## src/hw/rtl/lrps_pkg.sv

```systemverilog
// ----------------------------------------------------------------------------
// lrps_pkg: shared types and codes for the latching relay pulse sequencer
// Word layouts, register map, mode and status codes, sequencer phases.
// ----------------------------------------------------------------------------
package lrps_pkg;

  localparam int unsigned TickW    = 16;
  localparam int unsigned ChanW    = 2;
  localparam int unsigned ActW     = 2;
  localparam int unsigned ModeW    = 2;
  localparam int unsigned StatusW  = 2;
  localparam int unsigned CoilW    = 12;
  localparam int unsigned PaddrW   = 3;
  localparam int unsigned PdataW   = 32;

  localparam logic [TickW-1:0] PulseTicksRst    = 16'd50;
  localparam logic [TickW-1:0] FeedbackTicksRst = 16'd100;
  localparam logic [TickW-1:0] TickMax          = 16'hFFFF;

  typedef enum logic [ModeW-1:0] {
    MODE_TICK  = 2'd0,
    MODE_START = 2'd1,
    MODE_TAKE  = 2'd2,
    MODE_NONE  = 2'd3
  } mode_e;

  typedef enum logic [StatusW-1:0] {
    STATUS_OK     = 2'd0,
    STATUS_BUSY   = 2'd1,
    STATUS_REJECT = 2'd2
  } status_e;

  localparam logic [ActW-1:0]  ActOpen  = 2'd1;
  localparam logic [ActW-1:0]  ActClose = 2'd2;
  localparam logic [ChanW-1:0] ChanNone = 2'd0;

  // Coil nibble per channel: relay1 on, relay2 on, relay1 off, relay2 off
  localparam logic [3:0] NibOpen  = 4'h3;
  localparam logic [3:0] NibClose = 4'hC;

  typedef enum logic [0:0] {
    REG_PULSE_TICKS    = 1'b0,
    REG_FEEDBACK_TICKS = 1'b1
  } reg_idx_e;

  typedef enum logic [2:0] {
    PH_IDLE  = 3'b001,
    PH_PULSE = 3'b010,
    PH_WAIT  = 3'b100
  } phase_e;

  typedef struct packed {
    logic [ModeW-1:0] mode;
    logic [ChanW-1:0] channel;
    logic [ActW-1:0]  action;
  } in_item_t;

  typedef struct packed {
    logic [StatusW-1:0] start_status;
    logic [CoilW-1:0]   coil_drive;
    logic               busy_res;
    logic               done_valid;
    logic [ChanW-1:0]   done_channel;
    logic [ActW-1:0]    done_action;
  } out_item_t;

  typedef struct packed {
    logic [TickW-1:0] pulse_ticks;
    logic [TickW-1:0] feedback_wait_ticks;
  } cfg_t;

endpackage

```

## src/hw/rtl/latching_relay_pulse_sequencer_core.sv

```systemverilog
// ----------------------------------------------------------------------------
// latching_relay_pulse_sequencer_core: three-channel latching relay sequencer
// Pulses the open or close coils of a relay pair, waits for feedback, then
// latches a done event that a take request collects.
// ----------------------------------------------------------------------------
// One input word is taken per clock while the result buffer has room; its
// result word is written into that buffer. The whole update of the sequencer
// state (saturating tick count, one compare against the phase threshold,
// phase advance) is combinational. Results go through a two-entry buffer, so
// input is stalled only when the sink has held off two results. Timing
// registers are APB-written at 0x0 (pulse ticks), 0x4 (feedback wait ticks).
module latching_relay_pulse_sequencer_core (
  input  logic                        clk_i,
  input  logic                        rst_ni,
  input  logic                        in_valid_i,
  output logic                        in_stall_o,
  input  lrps_pkg::in_item_t          in_item_i,
  output logic                        out_valid_o,
  input  logic                        out_stall_i,
  output lrps_pkg::out_item_t         out_item_o,
  input  logic                        psel,
  input  logic                        penable,
  input  logic                        pwrite,
  input  logic [lrps_pkg::PaddrW-1:0] paddr,
  input  logic [lrps_pkg::PdataW-1:0] pwdata,
  output logic [lrps_pkg::PdataW-1:0] prdata,
  output logic                        pready
);
  import lrps_pkg::*;

  cfg_t             cfg;
  logic             accept;
  logic             buf_full;
  out_item_t        res;

  phase_e           phase_q, phase_d;
  logic [TickW-1:0] elapsed_q, elapsed_d, elapsed_inc;
  logic [ChanW-1:0] chan_q, chan_d;
  logic [ActW-1:0]  act_q, act_d;
  logic             pend_q, pend_d;
  logic [ChanW-1:0] done_chan_q, done_chan_d;
  logic [ActW-1:0]  done_act_q, done_act_d;
  mode_e            mode;
  logic [3:0]       nib;

  lrps_apb_regs u_regs (
    .clk_i   (clk_i),
    .rst_ni  (rst_ni),
    .psel    (psel),
    .penable (penable),
    .pwrite  (pwrite),
    .paddr   (paddr),
    .pwdata  (pwdata),
    .prdata  (prdata),
    .pready  (pready),
    .cfg_o   (cfg)
  );

  assign in_stall_o  = buf_full;
  assign accept      = in_valid_i & ~buf_full;
  assign mode        = mode_e'(in_item_i.mode);
  assign elapsed_inc = (elapsed_q == TickMax) ? elapsed_q : elapsed_q + 16'd1;

  always_comb begin
    phase_d     = phase_q;
    elapsed_d   = elapsed_q;
    chan_d      = chan_q;
    act_d       = act_q;
    pend_d      = pend_q;
    done_chan_d = done_chan_q;
    done_act_d  = done_act_q;
    res         = '0;

    unique case (mode)
      MODE_TICK: begin
        unique case (phase_q)
          PH_PULSE: begin
            if (elapsed_inc >= cfg.pulse_ticks) begin
              elapsed_d = '0;
              phase_d   = PH_WAIT;
            end else begin
              elapsed_d = elapsed_inc;
            end
          end
          PH_WAIT: begin
            elapsed_d = elapsed_inc;
            if (elapsed_inc >= cfg.feedback_wait_ticks) begin
              done_chan_d = chan_q;
              done_act_d  = act_q;
              pend_d      = 1'b1;
              chan_d      = ChanNone;
              act_d       = '0;
              phase_d     = PH_IDLE;
            end
          end
          default: ;
        endcase
      end
      MODE_START: begin
        priority if (phase_q != PH_IDLE) begin
          res.start_status = STATUS_BUSY;
        end else if (in_item_i.channel == ChanNone ||
                     (in_item_i.action != ActOpen && in_item_i.action != ActClose)) begin
          res.start_status = STATUS_REJECT;
        end else begin
          chan_d    = in_item_i.channel;
          act_d     = in_item_i.action;
          elapsed_d = '0;
          phase_d   = PH_PULSE;
          pend_d    = 1'b0;
        end
      end
      MODE_TAKE: begin
        if (pend_q) begin
          res.done_valid   = 1'b1;
          res.done_channel = done_chan_q;
          res.done_action  = done_act_q;
          pend_d           = 1'b0;
        end
      end
      default: ;
    endcase

    // Coils follow the state left by this word
    nib = (act_d == ActOpen) ? NibOpen : NibClose;
    if (phase_d == PH_PULSE) begin
      unique case (chan_d)
        2'd1:    res.coil_drive = {8'h00, nib};
        2'd2:    res.coil_drive = {4'h0, nib, 4'h0};
        2'd3:    res.coil_drive = {nib, 8'h00};
        default: res.coil_drive = '0;
      endcase
    end
    res.busy_res = (phase_d != PH_IDLE);
  end

  always_ff @(posedge clk_i or negedge rst_ni) begin
    if (!rst_ni) begin
      phase_q     <= PH_IDLE;
      elapsed_q   <= '0;
      chan_q      <= ChanNone;
      act_q       <= '0;
      pend_q      <= 1'b0;
      done_chan_q <= '0;
      done_act_q  <= '0;
    end else if (accept) begin
      phase_q     <= phase_d;
      elapsed_q   <= elapsed_d;
      chan_q      <= chan_d;
      act_q       <= act_d;
      pend_q      <= pend_d;
      done_chan_q <= done_chan_d;
      done_act_q  <= done_act_d;
    end
  end

  lrps_out_buf u_out_buf (
    .clk_i       (clk_i),
    .rst_ni      (rst_ni),
    .push_i      (accept),
    .push_item_i (res),
    .full_o      (buf_full),
    .out_valid_o (out_valid_o),
    .out_stall_i (out_stall_i),
    .out_item_o  (out_item_o)
  );

  // A channel is held exactly while a sequence runs
  a_chan_tracks_phase: assert property (@(posedge clk_i) disable iff (!rst_ni)
    (phase_q == PH_IDLE) == (chan_q == ChanNone))
    else $error("active channel out of step with phase");

  // A collected done event is gone afterwards
  a_take_clears: assert property (@(posedge clk_i) disable iff (!rst_ni)
    (accept && mode == MODE_TAKE) |=> !pend_q)
    else $error("done event still pending after take");

  // Coils are driven only in a busy sequence
  a_coil_busy: assert property (@(posedge clk_i) disable iff (!rst_ni)
    out_valid_o |-> (out_item_o.coil_drive == '0 || out_item_o.busy_res))
    else $error("coil driven while idle");

  // Input stalls only when results are waiting
  a_stall_has_results: assert property (@(posedge clk_i) disable iff (!rst_ni)
    in_stall_o |-> out_valid_o)
    else $error("input stalled with empty result buffer");

endmodule

```

## src/hw/rtl/lrps_apb_regs.sv

```systemverilog
// ----------------------------------------------------------------------------
// lrps_apb_regs: configuration registers
// Two 16-bit timing registers behind an APB-style port, always ready.
// ----------------------------------------------------------------------------
module lrps_apb_regs (
  input  logic                        clk_i,
  input  logic                        rst_ni,
  input  logic                        psel,
  input  logic                        penable,
  input  logic                        pwrite,
  input  logic [lrps_pkg::PaddrW-1:0] paddr,
  input  logic [lrps_pkg::PdataW-1:0] pwdata,
  output logic [lrps_pkg::PdataW-1:0] prdata,
  output logic                        pready,
  output lrps_pkg::cfg_t              cfg_o
);
  import lrps_pkg::*;

  logic     wr_en;
  reg_idx_e idx;
  cfg_t     cfg_q;

  assign pready = 1'b1;
  assign wr_en  = psel & penable & pwrite;
  assign idx    = reg_idx_e'(paddr[2]);

  always_ff @(posedge clk_i or negedge rst_ni) begin
    if (!rst_ni) begin
      cfg_q.pulse_ticks         <= PulseTicksRst;
      cfg_q.feedback_wait_ticks <= FeedbackTicksRst;
    end else if (wr_en) begin
      unique case (idx)
        REG_PULSE_TICKS:    cfg_q.pulse_ticks         <= pwdata[TickW-1:0];
        REG_FEEDBACK_TICKS: cfg_q.feedback_wait_ticks <= pwdata[TickW-1:0];
        default: ;
      endcase
    end
  end

  always_comb begin
    prdata = '0;
    unique case (idx)
      REG_PULSE_TICKS:    prdata[TickW-1:0] = cfg_q.pulse_ticks;
      REG_FEEDBACK_TICKS: prdata[TickW-1:0] = cfg_q.feedback_wait_ticks;
      default: ;
    endcase
  end

  assign cfg_o = cfg_q;

endmodule

```

## src/hw/rtl/lrps_out_buf.sv

```systemverilog
// ----------------------------------------------------------------------------
// lrps_out_buf: result buffer
// Two-entry result queue; takes a word each cycle while the sink drains.
// ----------------------------------------------------------------------------
module lrps_out_buf (
  input  logic                 clk_i,
  input  logic                 rst_ni,
  input  logic                 push_i,
  input  lrps_pkg::out_item_t  push_item_i,
  output logic                 full_o,
  output logic                 out_valid_o,
  input  logic                 out_stall_i,
  output lrps_pkg::out_item_t  out_item_o
);
  import lrps_pkg::*;

  out_item_t   slot_q [2];
  logic        wr_ptr_q, rd_ptr_q;
  logic [1:0]  cnt_q, cnt_d;
  logic        pop;

  assign pop         = out_valid_o & ~out_stall_i;
  assign out_valid_o = (cnt_q != 2'd0);
  assign full_o      = (cnt_q == 2'd2);
  assign out_item_o  = slot_q[rd_ptr_q];

  always_comb begin
    cnt_d = cnt_q;
    priority if (push_i && !pop) begin
      cnt_d = cnt_q + 2'd1;
    end else if (pop && !push_i) begin
      cnt_d = cnt_q - 2'd1;
    end
  end

  always_ff @(posedge clk_i or negedge rst_ni) begin
    if (!rst_ni) begin
      wr_ptr_q <= 1'b0;
      rd_ptr_q <= 1'b0;
      cnt_q    <= 2'd0;
    end else begin
      cnt_q <= cnt_d;
      if (push_i) wr_ptr_q <= ~wr_ptr_q;
      if (pop)    rd_ptr_q <= ~rd_ptr_q;
    end
  end

  always_ff @(posedge clk_i) begin
    if (push_i) slot_q[wr_ptr_q] <= push_item_i;
  end

endmodule

```

## config.mk

```make
export PLATFORM = sky130hd
export DESIGN_NAME = latching_relay_pulse_sequencer_core
export DESIGN_NICKNAME = d
export VERILOG_FILES = /design/src/hw/rtl/lrps_pkg.sv /design/src/hw/rtl/latching_relay_pulse_sequencer_core.sv /design/src/hw/rtl/lrps_apb_regs.sv /design/src/hw/rtl/lrps_out_buf.sv
export SDC_FILE = /design/constraint.sdc
export NUM_CORES = 1
export LEC_CHECK = 0
export ABC_AREA = 1
export BUFFER_PORTS_ARGS = -buffer_cell sky130_fd_sc_hd__buf_2
export CORE_MARGIN = 5
export CORE_UTILIZATION = 25
export CTS_BUF_LIST = sky130_fd_sc_hd__clkbuf_8 sky130_fd_sc_hd__clkbuf_16
export DETAILED_ROUTE_END_ITERATION = 16
export PLACE_DENSITY_LB_ADDON = 0.25
export SYNTH_ARGS = -nofsm -noshare
export SYNTH_HDL_FRONTEND = slang
export SYNTH_SLANG_ARGS = --single-unit
```

## constraint.sdc

```tcl
create_clock -name clk_i -period 6.3 [get_ports clk_i]
set_input_delay 0 -clock clk_i [delete_from_list [all_inputs] [get_ports clk_i]]
set_output_delay 0 -clock clk_i [all_outputs]
set_load 0.03 [all_outputs]
```

# --- Yosys cells after proc, flatten, opt, wreduce, memory -nomap -nowiden ---
# Memories as Yosys holds them, arrays and structs flattened.
# Cells that the tools add are included.
totals:
  in_bits: 48
  output_inout_bits: 55
  ramBits: 40
  latchBits: 0
  mem_count: 1
  elab_cells: 104
  regBits: 64
  romBits: 0
classes:
  mux: 40
  n_lt_le_gt_ge: 2
  div_mod_pow: 0
  n_eq_ne: 20
  bitwise_logic: 9
  n_shift: 0
  addsub: 3
  multipliers: 0
  reduce_logical: 17
memory_table:
  columns: ["name", "words", "word_bits", "rd", "rd_clocked_by_memory_dff", "write_ports", "line_no", "source"]
  rows:
  - ["u_out_buf.slot_q", 2, 20, 1, 0, 1, "lrps_out_buf.sv:17", "out_item_t slot_q [2];"]
ops:
  columns: ["op", "count"]
  rows:
  - ["one-hot mux 16 bit (2 select lines)", 3]
  - ["two-way mux 16 bit", 4]
  - ["one-hot mux 12 bit (3 select lines)", 1]
  - ["greater-or-equal comparator 16 bit", 2]
  - ["two-way mux 2 bit", 13]
  - ["adder 16 x 1 -> 16 bit (second input constant)", 1]
  - ["equality test 16 bit (second input constant)", 1]
  - ["two-way mux 12 bit", 1]
  - ["two-way mux 3 bit", 4]
  - ["one-hot mux 3 bit (2 select lines)", 2]
  - ["two-way mux 5 bit", 2]
  - ["inequality test 2 bit (second input constant)", 5]
  - ["equality test 2 bit (second input constant)", 4]
  - ["one-hot mux 2 bit (2 select lines)", 2]
  - ["equality test 2 x 1 -> 1 bit (second input constant)", 3]
  - ["equality test 3 x 2 -> 1 bit (second input constant)", 2]
  - ["two-way mux 1 bit", 6]
  - ["inequality test 3 x 1 -> 1 bit (second input constant)", 2]
  - ["AND reduction 6 bit", 1]
  - ["nonzero test 2 bit", 3]
  - ["inverter 1 bit", 5]
  - ["AND reduction 5 bit", 1]
  - ["AND 1 bit", 4]
  - ["logical NOT 2 bit", 2]
  - ["13 further kinds", 17]

# --- Longest topological paths before layout ---
depth:
  ltp_word: 10
  ltp_mapped: 27
  depth_no_buf: 27

# --- Cells and area by module ---
# From an unflattened synthesis, not the netlist that was laid out.
unflattened:
  cells_unflattened: 797
  hier_area_um2: 6259.8
by_module_without_submodules:
  columns: ["mod", "area_each_um2", "seq_area_each_um2", "cells_each", "instances"]
  rows:
  - ["latching_relay_pulse_sequencer_core", 2940.3, 701.9, 451, 1]
  - ["lrps_out_buf", 1684.1, 1301.2, 133, 1]
  - ["lrps_apb_regs", 1635.3, 808.3, 213, 1]

# --- Least setup slack after synthesis ---
# Ideal clock, no wire load.
synth_timing:
  path_type: "reg-to-reg"
  startpoint: "register elapsed_q[1]"
  endpoint: "memory u_out_buf.slot_q[0][11] in the netlist's numbering (data pin)"
  setup_ns: 0.257
  path_stages_with_launch: 25
  t_arrival_ns: 2.748
  setup_slack_ns: 3.295
  synth_period_minus_slack_ns: 3.005
  t_required_ns: 6.043
  n_path_buf: 0
  path_cell_list: "dfrtp_1 ha_1 nand3_1 nor2_2 nand2_2 nor2_4 nand2_4 nor2_8 inv_2 nand2_2 nor2_1 xor2_1 inv_1 ha_1 nand4_1 nor3_1 nand2_1 nand2_1 nand2_1 nand2_1 nand3_1 nand2_1 nand2_1 nand2_1 nor2_1"
synth_between:
  elab_chain_cells: 10
  elab_cells_between_ends: 23
  classes_between: "1 x add/sub; 2 x order compare; 6 x eq/ne; 14 x mux"
synth_lines:
  columns: ["element", "line_no", "source"]
  rows:
  - ["start, declared", "latching_relay_pulse_sequencer_core.sv:37", "logic [TickW-1:0] elapsed_q, elapsed_d, elapsed_inc;"]
  - ["start signal, assigned", "latching_relay_pulse_sequencer_core.sv:148", "elapsed_q <= elapsed_d;"]
  - ["adder 16 x 1 -> 16 bit or equality test 16 bit (tied branches)", "latching_relay_pulse_sequencer_core.sv:62", "assign elapsed_inc = (elapsed_q == TickMax) ? elapsed_q : elapsed_q + 16'd1;"]
  - ["two-way mux 16 bit *", "latching_relay_pulse_sequencer_core.sv:62", null]
  - ["greater-or-equal comparator 16 bit", "latching_relay_pulse_sequencer_core.sv:87", "if (elapsed_inc >= cfg.feedback_wait_ticks) begin"]
  - ["two-way mux 2 bit", "latching_relay_pulse_sequencer_core.sv:87", null]
  - ["two-way mux 2 bit", "latching_relay_pulse_sequencer_core.sv:76", "unique case (phase_q)"]
  - ["one-hot mux 2 bit (2 select lines)", "latching_relay_pulse_sequencer_core.sv:74", "unique case (mode)"]
  - ["equality test 2 x 1 -> 1 bit", "latching_relay_pulse_sequencer_core.sv:125", "nib = (act_d == ActOpen) ? NibOpen : NibClose;"]
  - ["two-way mux 4 bit", "latching_relay_pulse_sequencer_core.sv:125", null]
  - ["one-hot mux 12 bit (3 select lines)", "latching_relay_pulse_sequencer_core.sv:127", "unique case (chan_d)"]
  - ["two-way mux 12 bit *", "latching_relay_pulse_sequencer_core.sv:126", "if (phase_d == PH_PULSE) begin"]
  - ["end, declared", "lrps_out_buf.sv:17", null]
# Mark *: on every way between the ends. The rest lies on a longest branch, timed or not.

# --- Final worst setup path ---
layout_timing:
  startpoint: "register elapsed_q[1]"
  endpoint: "memory u_out_buf.slot_q[1][15] in the netlist's numbering (data pin)"
# Same word-level chain as after synthesis.

==> run metrics <==
ANT cells 0; fin crit period 3.75 ns; fillers 2365; total clock sinks 92; Tot Pwr 0.00229 W; nature of the critical path startpoint flop; row count 54; Setup TNS 0 ns; Avg Inst Size Synth 7.86 µm²; run status finished, final reports clean; maximum number of pins on one net before global-route repair 65; Hold/Removal Path Class primary input to flop; post-synth top area share 25.5%; Total GRT Usage 10.4%; Async S/R FF share, synth 69.6%; DP HPWL 9390 µm; worst slew pin tran 0.965 ns; Max Clock Freq 0.267 GHz; Final ANT Viol Nets 0; Final nets 874; worst vdd ir 0.000129 V; synth warn 0; unrepaired setup endpoints after global routing false; DIE HEIGHT 160 µm; worst path arrival time 3.91 ns; vias in the first global route 4399; Wirelength per Cell 12.0 µm; Reg clk slew, reported paths 0.07 ns; PD cells 348 nW/µm²; starting density of the core 25.5%; Via density 4.08; CTS root buf clkbuf_16; Worst Skew 0.0102 ns; post-synth top area cell dfrtp_1; Area contributors post-synth dfrtp_1 (25%), edfxtp_1 (15%), nand2_1 (14%); Post-CTS Setup Inserts 0; count of cell types in the netlist 40; DR vias 4376; Die ar. 25500 µm²; max-cap viol count 0; Final Max Tran Viols 0; Tcrit/Tclk final 59.5%; cells after synthesis 712; global-route wire length before repair 21700 µm; post-cts resize count 0; worst hold slack 0.0804 ns; number of synthesized flops with an enable pin 28; flop and latch count out of synthesis 92; initial antenna violation count 0; RD Place Congestion 0.781; CP required 6.47 ns; Finished Layout Cells 1073; htree depth 3; DRT iter0 DRCs 165; Area growth syn-to-layout 17.7%; cell area after synthesis 5600 µm²; Worst slew margin 35.5%; drt first pass iters 4; Congestion Overflow GR 0; I/O Buffers 67; CTS tree done; Die X 160 µm; placed instance count 1039; Worst Setup End Kind flop; Static Leak 3.35 nW; Skew-Pair Late Insertion Delay 0.35 ns; Main synth FF type dfrtp_1; # DRC 0; count of final hold-check violations 0; I/O Pins 103; sequential fraction of the synthesis area 43.8%; cts bufs inserted 9; Worst Path Max Fanout 5; Setup CP Type flop to flop; share of layout cells above drive strength 1 14.1%; DRT Wirelength 12800 µm; maximum clock path buffer count 2; total core area 22000 µm²; Setup-failing EPs final 0; CTS Hold Bufs 18
-- routing by layer --
| layer | global-route usage (%) | part of all wire [%] |
|---|---|---|
| met1 | 14.2 | 52 |
| met2 | 16.5 | 43 |
| met3 | 2.40 | 4.1 |
| met4 | 2.60 | 0.94 |
| met5 | 0 | 0 |
-- placed cells by master, fill, tap and decap left out, drive strengths merged, types with 2 or more instances in the layout --
cell / n
ha: 38
a31o: 2
clkbuf: 9
o21ai: 76
nand3b: 2
nand4: 5
nand2: 209
buf: 71
nand3: 19
nor3: 7
dfrtp: 57
inv: 125
dlygate4sd3: 18
a21oi: 20
nor2: 48
dfstp: 7
clkinvlp: 3
conb: 17
clkinv: 2
edfxtp: 28
xor2: 12
o22ai: 11
-- state kept, by name, summed over array words and instances (netlist names) --
name                flops
act_q                   2
chan_q                  2
done_act_q              2
done_chan_q             2
elapsed_q              16
pend_q                  1
phase_q                 3
u_out_buf.cnt_q         2
u_out_buf.rd_ptr_q      1
u_out_buf.slot_q       28
u_out_buf.wr_ptr_q      1
u_regs.cfg_o           32
-- layout make-up --
| class | count | area [µm²] | share of cell area, % |
|---|---|---|---|
| flip-flops and latches | 92 | 2450 | 37.2 |
| well taps | 280 | 350 | 5.32 |
| inverters | 123 | 462 | 7.01 |
| multi-input cells | 473 | 2500 | 38.0 |
| clock buffers | 9 | 225 | 3.42 |
| repair buffers | 89 | 546 | 8.28 |
| clock inverters | 7 | 48.8 | 0.741 |
-- cells in the mapped netlist (3+ instances only) --
| library cell | count |
|---|---|
| inv_1 | 122 |
| edfxtp_1 | 28 |
| nor2_1 | 42 |
| nand2_1 | 206 |
| nand3_1 | 19 |
| o21ai_0 | 73 |
| nand4_1 | 5 |
| o21ai_1 | 3 |
| clkbuf_1 | 12 |
| dfstp_2 | 7 |
| o22ai_1 | 10 |
| buf_4 | 24 |
| nor3_1 | 5 |
| xor2_1 | 10 |
| a21oi_1 | 19 |
| ha_1 | 38 |
| nor2_2 | 3 |
| dfrtp_1 | 57 |
-- worst max-delay path, cell delays in order, from the launching register on --
cell     delay (ns)
dfrtp_1        0.36
ha_1           0.18
nand3_1        0.12
nor2_2         0.19
nand2_2        0.11
nor2_4         0.12
nand2_4        0.09
nor2_8         0.14
nor2_4         0.07
nand2_1        0.07
xor2_1         0.23
inv_1          0.10
ha_1           0.29
a21oi_1        0.16
o21ai_0        0.10
a21oi_1        0.28
nand2_1        0.15
nand2_1        0.08
nand2_1        0.04
nand2_1        0.09
nand2_1        0.06
nor2_1         0.17
nand3_1        0.15
nor2_1         0.21
-- report_power, final --
group	internal (W)	leakage [nW]	switching (W)
Clock	0.000269	0.126	0.000258
Sequential	0.000765	1.08	0.0000879
Combinational	0.000279	2.14	0.000631
Total	0.00131	3.35	0.000977
-- worst paths after layout --
path | from | to | slack (ns) | cells after the start
max | elapsed_q[1] | u_out_buf.slot_q[1][15] | 2.55 | 23
min | in_item_i[5] | pend_q | 0.08 | 4
max reg2reg | elapsed_q[1] | u_out_buf.slot_q[1][15] | 2.55 | 23
max in group asynchronous | rst_ni | done_chan_q[0] | 5.33 | 3
min reg2reg | act_q[1] | act_q[1] | 0.49 | 2
min in group asynchronous | rst_ni | u_regs.cfg_o[18] | 0.40 | 3
-- through the flow --
step                      utilization [%]  setup WS [ns]  cell area, µm²
after floorplan                         -           3.29            5660
after global placement               27.9           2.60            6130
after detailed placement             27.9           2.62            6130
after CTS                            30.0           2.58            6590
after global routing                 30.0           2.17            6590
final                                30.0           2.55            6590
-- logic make-up after synthesis --
family / share of synthesized area (%)
buffers and inverters: 12.5
and+or+nand+nor: 22.0
adders and majority gates: 8.49
AOI/OAI and AO/OA: 10.8
DFF: 43.8
xor gates and xnor gates: 2.30
other: 0.134
Power figures use the tool's default switching activity.
